### src/rtl/tqle_pkg.sv
package tqle_pkg;

  // Default table dimensions.
  localparam int unsigned GRID_SIDE_DEF  = 8;
  localparam int unsigned DIRECTIONS_DEF = 9;
  localparam int unsigned ACTIONS_DEF    = 5;

  // Fixed point constants (Q16.16 values, Q1.16 rates).
  localparam int unsigned        RATE_W       = 17;
  localparam int unsigned        Q_ONE        = 65536;
  localparam logic signed [31:0] START_VALUE  = -32'sd65536;
  localparam logic [2:0]         START_ACTION = 3'd4;

  // Configuration port.
  localparam int unsigned CFG_IDX_W  = 3;
  localparam int unsigned CFG_DATA_W = 32;

  localparam logic [RATE_W-1:0]  LR_RESET       = 17'd6554;
  localparam logic [RATE_W-1:0]  DISC_RESET     = 17'd58982;
  localparam logic signed [31:0] R_FINISH_RESET = 32'sd65536;
  localparam logic signed [31:0] R_ADJ_RESET    = 32'sd0;
  localparam logic signed [31:0] R_FAIL_RESET   = 32'sd0;

  // Stream widths.
  localparam int unsigned IN_TDATA_W  = 32;
  localparam int unsigned IN_TUSER_W  = 2;
  localparam int unsigned OUT_TDATA_W = 72;

  typedef enum logic [CFG_IDX_W-1:0] {
    CFG_LEARNING_RATE   = 3'd0,
    CFG_DISCOUNT        = 3'd1,
    CFG_REWARD_FINISH   = 3'd2,
    CFG_REWARD_ADJACENT = 3'd3,
    CFG_REWARD_FAIL     = 3'd4
  } cfg_idx_e;

  typedef enum logic [1:0] {
    RWD_FAIL     = 2'd0,
    RWD_ADJACENT = 2'd1,
    RWD_FINISH   = 2'd2
  } rwd_kind_e;

  typedef enum logic {
    FUNC_UPDATE = 1'b0,
    FUNC_QUERY  = 1'b1
  } func_e;

  // One request as it enters the engine.
  typedef struct packed {
    logic       func;
    logic       agent;
    logic [2:0] cur_x;
    logic [2:0] cur_y;
    logic [3:0] cur_dir;
    logic [2:0] cur_blind;
    logic [2:0] action;
    logic [2:0] next_x;
    logic [2:0] next_y;
    logic [3:0] next_dir;
    logic [2:0] next_blind;
    logic [1:0] reward_kind;
  } tqle_item_t;

  // Commands from the controller to the datapath.
  typedef struct packed {
    logic load;
    logic clr;
    logic addr1;
    logic addr2;
    logic scan_rd;
    logic cur_rd;
    logic cap_q;
    logic mul_g;
    logic tgt;
    logic mul_t;
    logic fin;
    logic out_load;
  } tqle_cmd_t;

  // Status from the datapath to the controller.
  typedef struct packed {
    logic clr_last;
    logic scan_last;
    logic is_query;
    logic out_free;
  } tqle_sts_t;

endpackage

### src/rtl/tqle_controller.sv
module tqle_controller
  import tqle_pkg::*;
(
  input  logic      clk_i,
  input  logic      rst_ni,
  input  logic      s_axis_tvalid_i,
  input  tqle_sts_t sts_i,
  output logic      s_axis_tready_o,
  output tqle_cmd_t cmd_o
);

  typedef enum logic [12:0] {
    ST_CLEAR = 13'b0_0000_0000_0001,
    ST_IDLE  = 13'b0_0000_0000_0010,
    ST_ADDR1 = 13'b0_0000_0000_0100,
    ST_ADDR2 = 13'b0_0000_0000_1000,
    ST_SCAN  = 13'b0_0000_0001_0000,
    ST_DRAIN = 13'b0_0000_0010_0000,
    ST_RDCUR = 13'b0_0000_0100_0000,
    ST_CAPQ  = 13'b0_0000_1000_0000,
    ST_MULG  = 13'b0_0001_0000_0000,
    ST_TGT   = 13'b0_0010_0000_0000,
    ST_MULT  = 13'b0_0100_0000_0000,
    ST_FIN   = 13'b0_1000_0000_0000,
    ST_OUT   = 13'b1_0000_0000_0000
  } state_e;

  state_e state_q, state_d;

  always_ff @(posedge clk_i or negedge rst_ni) begin
    if (!rst_ni) begin
      state_q <= ST_CLEAR;
    end else begin
      state_q <= state_d;
    end
  end

  // Next state and commands for each step of a request.
  always_comb begin
    state_d         = state_q;
    cmd_o           = '0;
    s_axis_tready_o = 1'b0;
    unique case (state_q)
      ST_CLEAR: begin
        cmd_o.clr = 1'b1;
        if (sts_i.clr_last) begin
          state_d = ST_IDLE;
        end
      end
      ST_IDLE: begin
        s_axis_tready_o = 1'b1;
        if (s_axis_tvalid_i) begin
          cmd_o.load = 1'b1;
          state_d    = ST_ADDR1;
        end
      end
      ST_ADDR1: begin
        cmd_o.addr1 = 1'b1;
        state_d     = ST_ADDR2;
      end
      ST_ADDR2: begin
        cmd_o.addr2 = 1'b1;
        state_d     = ST_SCAN;
      end
      ST_SCAN: begin
        cmd_o.scan_rd = 1'b1;
        if (sts_i.scan_last) begin
          state_d = sts_i.is_query ? ST_DRAIN : ST_RDCUR;
        end
      end
      ST_DRAIN: begin
        state_d = ST_OUT;
      end
      ST_RDCUR: begin
        cmd_o.cur_rd = 1'b1;
        state_d      = ST_CAPQ;
      end
      ST_CAPQ: begin
        cmd_o.cap_q = 1'b1;
        state_d     = ST_MULG;
      end
      ST_MULG: begin
        cmd_o.mul_g = 1'b1;
        state_d     = ST_TGT;
      end
      ST_TGT: begin
        cmd_o.tgt = 1'b1;
        state_d   = ST_MULT;
      end
      ST_MULT: begin
        cmd_o.mul_t = 1'b1;
        state_d     = ST_FIN;
      end
      ST_FIN: begin
        cmd_o.fin = 1'b1;
        state_d   = ST_OUT;
      end
      ST_OUT: begin
        if (sts_i.out_free) begin
          cmd_o.out_load = 1'b1;
          state_d        = ST_IDLE;
        end
      end
      default: begin
        state_d = ST_CLEAR;
      end
    endcase
  end

endmodule

### config.mk
export PLATFORM = sky130hd
export DESIGN_NAME = tqle_controller
export DESIGN_NICKNAME = d
export VERILOG_FILES = /design/src/rtl/tqle_pkg.sv /design/src/rtl/tqle_controller.sv
export SDC_FILE = /design/constraint.sdc
export NUM_CORES = 1
export LEC_CHECK = 0
export ABC_AREA = 1
export CORE_UTILIZATION = 61
export DETAILED_ROUTE_END_ITERATION = 8
export DONT_BUFFER_PORTS = 1
export GPL_TIMING_DRIVEN = 0
export MAX_ROUTING_LAYER = met4
export PLACE_DENSITY = 0.77
export SLEW_MARGIN = 20
export SYNTH_ARGS = -nofsm -noshare
export SYNTH_HDL_FRONTEND = slang
export SYNTH_SLANG_ARGS = --single-unit
export TNS_END_PERCENT = 100
### constraint.sdc
create_clock -name clk_i -period 1.6 [get_ports clk_i]
set_clock_uncertainty 0.1 [all_clocks]
set_input_delay 0.16 -clock clk_i [delete_from_list [all_inputs] [get_ports clk_i]]
set_output_delay 0.16 -clock clk_i [all_outputs]
set_load 0.01 [all_outputs]
# Word-level counts from Yosys, hierarchy flattened
# Cells that the tools add are included.
[totals]
register_bits = 13
latch_bits = 0
ramBits = 0
rom_bits = 0
in_bits = 7
output_inout_bits = 13
elab_cells = 41
n_memories = 0
[classes]
addsub = 0
multipliers = 0
div_mod_pow = 0
n_lt_le_gt_ge = 0
n_eq_ne = 17
n_shift = 0
muxes = 21
bitwise = 0
reduce_logical = 2
[op_table]
columns = ["cell", "n"]
rows = [
  ["$pmux W13 S12", 1],
  ["$mux W13", 4],
  ["$mux W1", 15],
  ["$eq A13 B1 Y1 const B", 1],
  ["$eq A13 B10 Y1 const B", 1],
  ["$eq A13 B11 Y1 const B", 1],
  ["$eq A13 B12 Y1 const B", 1],
  ["$eq A13 B13 Y1 const B", 1],
  ["$eq A13 B2 Y1 const B", 1],
  ["$eq A13 B3 Y1 const B", 1],
  ["$eq A13 B4 Y1 const B", 1],
  ["$eq A13 B5 Y1 const B", 1],
  ["$eq A13 B6 Y1 const B", 1],
  ["$eq A13 B7 Y1 const B", 1],
  ["$eq A13 B8 Y1 const B", 1],
  ["$eq A13 B9 Y1 const B", 1],
  ["$ne A2 B2 Y1 const B", 4],
  ["$mux W7", 1],
  ["$reduce_and A4 Y1", 1],
  ["$reduce_or A2 Y1", 1],
]

# Longest topological paths before layout
[logic_depth]
word_depth = 3
ltp_mapped = 11
ltp_nobuf = 11

# Worst setup path after synthesis
# Ideal clock, no wire load.
[synth_timing]
kind = "register to output"
startpoint = "register state_q[2]"
endpoint = "output port cmd_o[2] (netlist bit)"
arrival_time_ns = 1.173
required_ns = 1.340
setup_slack_ns = 0.167
stages_incl_launch_ff = 6
n_path_buf = 0
cell_sequence = "dfrtp_1 > nor2_2 > nand2_2 > nor2_4 > inv_1 > nor3_1"
[synth_rtl]
columns = ["element", "line", "text"]
rows = [
  ["start: declaration", "tqle_controller.sv:28", "state_e state_q, state_d;"],
  ["start signal: assignment", "tqle_controller.sv:34", "state_q <= state_d;"],
  ["end: declaration", "tqle_controller.sv:9", "output tqle_cmd_t cmd_o"],
]

# Worst setup path in the final report
[layout_timing]
startpoint = "register state_q[10]"
endpoint = "register state_q[12]"
[layout_between]
elab_chain_cells = 3
elab_cells_between_ends = 20
classes_between = "eq/ne (17); mux (1); reduce/logical (2)"
[layout_rtl]
columns = ["element", "line", "text"]
rows = [
  ["$eq A13 B12 Y1 (tied with other cells)", "tqle_controller.sv:43", "unique case (state_q)"],
  ["$reduce_or A2 Y1 (no source line) / $ne A2 B2 Y1 (equally long branches)", "n/a", ""],
  ["$pmux W13 S12 / $reduce_and A4 Y1 (equally long branches)", "n/a", ""],
]
# Several ways; a longest one is shown, not always the timed one.
# A chain may end at the register's enable or synchronous reset.

==> out/results.ini <==
[power]
intPower_uw=944
power_switching_uw=894
pwr-share-seq_pct=24.8
irDropWorstVdd_v=0.00106
comb_power_share_pct=63.6
leakagePower_uw=0.000760
switching_share_pct=48.6
power.density_nw_per_um2=1260
clkPwrFrac_pct=11.7

[timing]
setup_ws_ps=-301
timing.final.max_slew_violations=0
max_clock_freq_mhz=526
tightestPinTransition_ps=637
rsz0062_at_grt=yes
setup_viol=20
timing.final.crit_share_pct=119
hold_violations=0
slew_headroom_pct=57.4
whs_ps=38.2
finalCriticalPeriod_ps=1900

[logic_synthesis]
yosysWarningCount=0
ys_seq_area_share_pct=33.5
muxShareOfSynthArea_pct=0
yosysUniqueCellTypes=21
avgSynthCellArea_um2=7.16
netlist.top_cell.by_area=dfrtp_1
synth_xor_xnor_area_share_pct=0
synth.top_cell.area_share_pct=30.8
synth_top_family_by_area=simple AND/OR/NAND/NOR gates
yosys.area_share.simple_pct=52.3
syn_inst=136
synthAdderAreaFrac_pct=0
synthesis.nets=143
synth_compound_area_share_pct=1.03
syn_area_um2=973
ys_top_cells_by_area=dfrtp_1, inv_1, nand2_1
ys_ff_latch=13

[die]
fp.coreArea_um2=1510
initial_core_util_pct=64.6
dieArea_um2=1760
die_h_um=41.9
num_io_pins=20
rows=14
fp.dieW_um=41.9

[clocking]
clock_sinks=13
ctsLongestPathBuffers=2
clk_latency_ps=280
cts-root-buf=clkbuf_4
cts_tree=yes
htreeDepth=1
cts-buffers-inserted=3
clkTransAtPathRegs_ps=80

[placement]
place_congestion=0.838
dp_cells=152
io_buffer_count=0
place_ws_ps=13.6
dpl.hpwl_um=1430

[drt]
wl_um=3830
drc=0
ant_nets=0
viasPerCell=6.41
drtIter0Drc=119
drt-wirelength-per-cell_um=21.1
vias=1167
first_pass_iters=4

[status]
status=complete, but fails checks
failed_checks=setup timing

[setup_path]
arrival_ps=1970
r2r-start=state_q[10]
critPathMaxStageDelay_ps=450
cp_num_buf_inv=1
criticalPathCategory=flop to flop
path_depth=9
rr_endpoint=state_q[12]
critical_path.slowest_cell=dfrtp_1
reg2reg_depth=9
rrSetupSlack_ps=-300
critPathLaunchType=flop
crit_chain=nor2_4, nand2_4, nor2_8, clkbuf_16, nand3_2, nand2_4, nor2_2, nor2_1, nor2_1
path_max_fanout=6
endpoint_kind=flop
path_delay_family=simple AND/OR/NAND/NOR gates
crit_required_ps=1670

[global_routing]
grt.overflow.total=0
antenna_found_initial=0
grt_first_pass_wirelength_um=3620
grt_max_degree=14
grt_use_total_pct=28.2
grt_pass1_vias=866

[min_path]
holdPathEnd=state_q[4]
hp-class=input port to flop
min_from=sts_i[2]
hold_depth=3

[flow_run]
cap_violations=0

[cells_and_area]
area_delta_synth_final_pct=50.0
finalNonFillerCells=182
largest_register=state_q
final_cell_mix=nand2_1, nor2_1, buf_4, inv_1, dfrtp_1
largest_register_ffs=13
final_core_util_pct=96.9
nets=174
drive_gt1_share_pct=51.2
fillCellCount=29
largestRegisters=state_q x13
num_antenna_cells=0

[area by class of cell]
type                       count  area, um2  area share, %
multi-input combinational     92        683           46.8
sequential                    13        328           22.5
timing repair buffer          26        251           17.2
inverter                      30        131           9.00
clock buffer                   4       26.3           1.80
buffer                         1       20.0           1.37
tap                           16       20.0           1.37
[worst min-delay path, stage by stage]
cell	delay, ps
inv_1	30
nand3_2	120
nand2_1	70
[stage by stage]
stage / area [um2] / setup TNS, ps / power [uW]
after floorplan: 973 / 0 / 946
after global placement: 993 / 0 / 1020
after detailed placement: 993 / 0 / 1040
after CTS: 1200 / -642 / 1350
after global routing: 1460 / -4160 / 1890
final: 1460 / -3490 / 1840
[layer usage]
metal  routed length [um]  up-vias  track usage, %
met5                    0        -               -
met4                  364        0            13.5
met3                  400       45            3.04
met2                 1720      120            46.6
met1                 1350      529            34.4
li1                     -      473               -
[how the worst max path moves through the flow]
stage	from	to	slack, ps
2_1_floorplan	state_q[2]	cmd_o[2]	170
3_3_place_gp	state_q[3]	cmd_o[3]	60
3_5_place_dp	state_q[3]	cmd_o[2]	10
4_1_cts	state_q[6]	cmd_o[3]	-100
5_1_grt	state_q[10]	state_q[12]	-350
6_report	state_q[10]	state_q[12]	-300
[cells by family (layout without fill, tap and decap cells)]
| kind of cell | Yosys count | in the layout |
|---|---|---|
| buffers and inverters | 31 | 61 |
| DFF | 13 | 13 |
| and+or+nand+nor | 90 | 90 |
| AOI/OAI and AO/OA | 2 | 2 |
[power groups by stage]
| stage | Clock, uW | Sequential, uW | Combinational (uW) |
|---|---|---|---|
| after floorplan | 0 | 424 | 522 |
| after global placement | 0 | 428 | 591 |
| after detailed placement | 0 | 431 | 605 |
| after CTS | 213 | 429 | 709 |
| after global routing | 222 | 459 | 1210 |
| final | 214 | 456 | 1170 |
[what timing repair did]
| item | CTS | global route |
|---|---|---|
| cloned | 0 | 1 |
| pin swaps | 8 | 17 |
| hold endpoints to repair | 16 | 0 |
| endpoints found under the setup margin | 13 | 17 |
| gates resized for setup | 31 | 31 |
| hold buffers | 3 | 0 |
| setup buffers | 9 | 14 |
[synthesized netlist by cell type, drive strengths merged]
| master | number |
|---|---|
| nand2 | 32 |
| nor2 | 33 |
| nand3b | 1 |
| nor3 | 10 |
| clkinv | 2 |
| o21ai | 2 |
| inv | 28 |
| nor4 | 2 |
| nand3 | 11 |
| dfrtp | 12 |
| buf | 1 |
| or2 | 1 |
| dfstp | 1 |
Note: power is estimated with default switching activity, not from simulation.
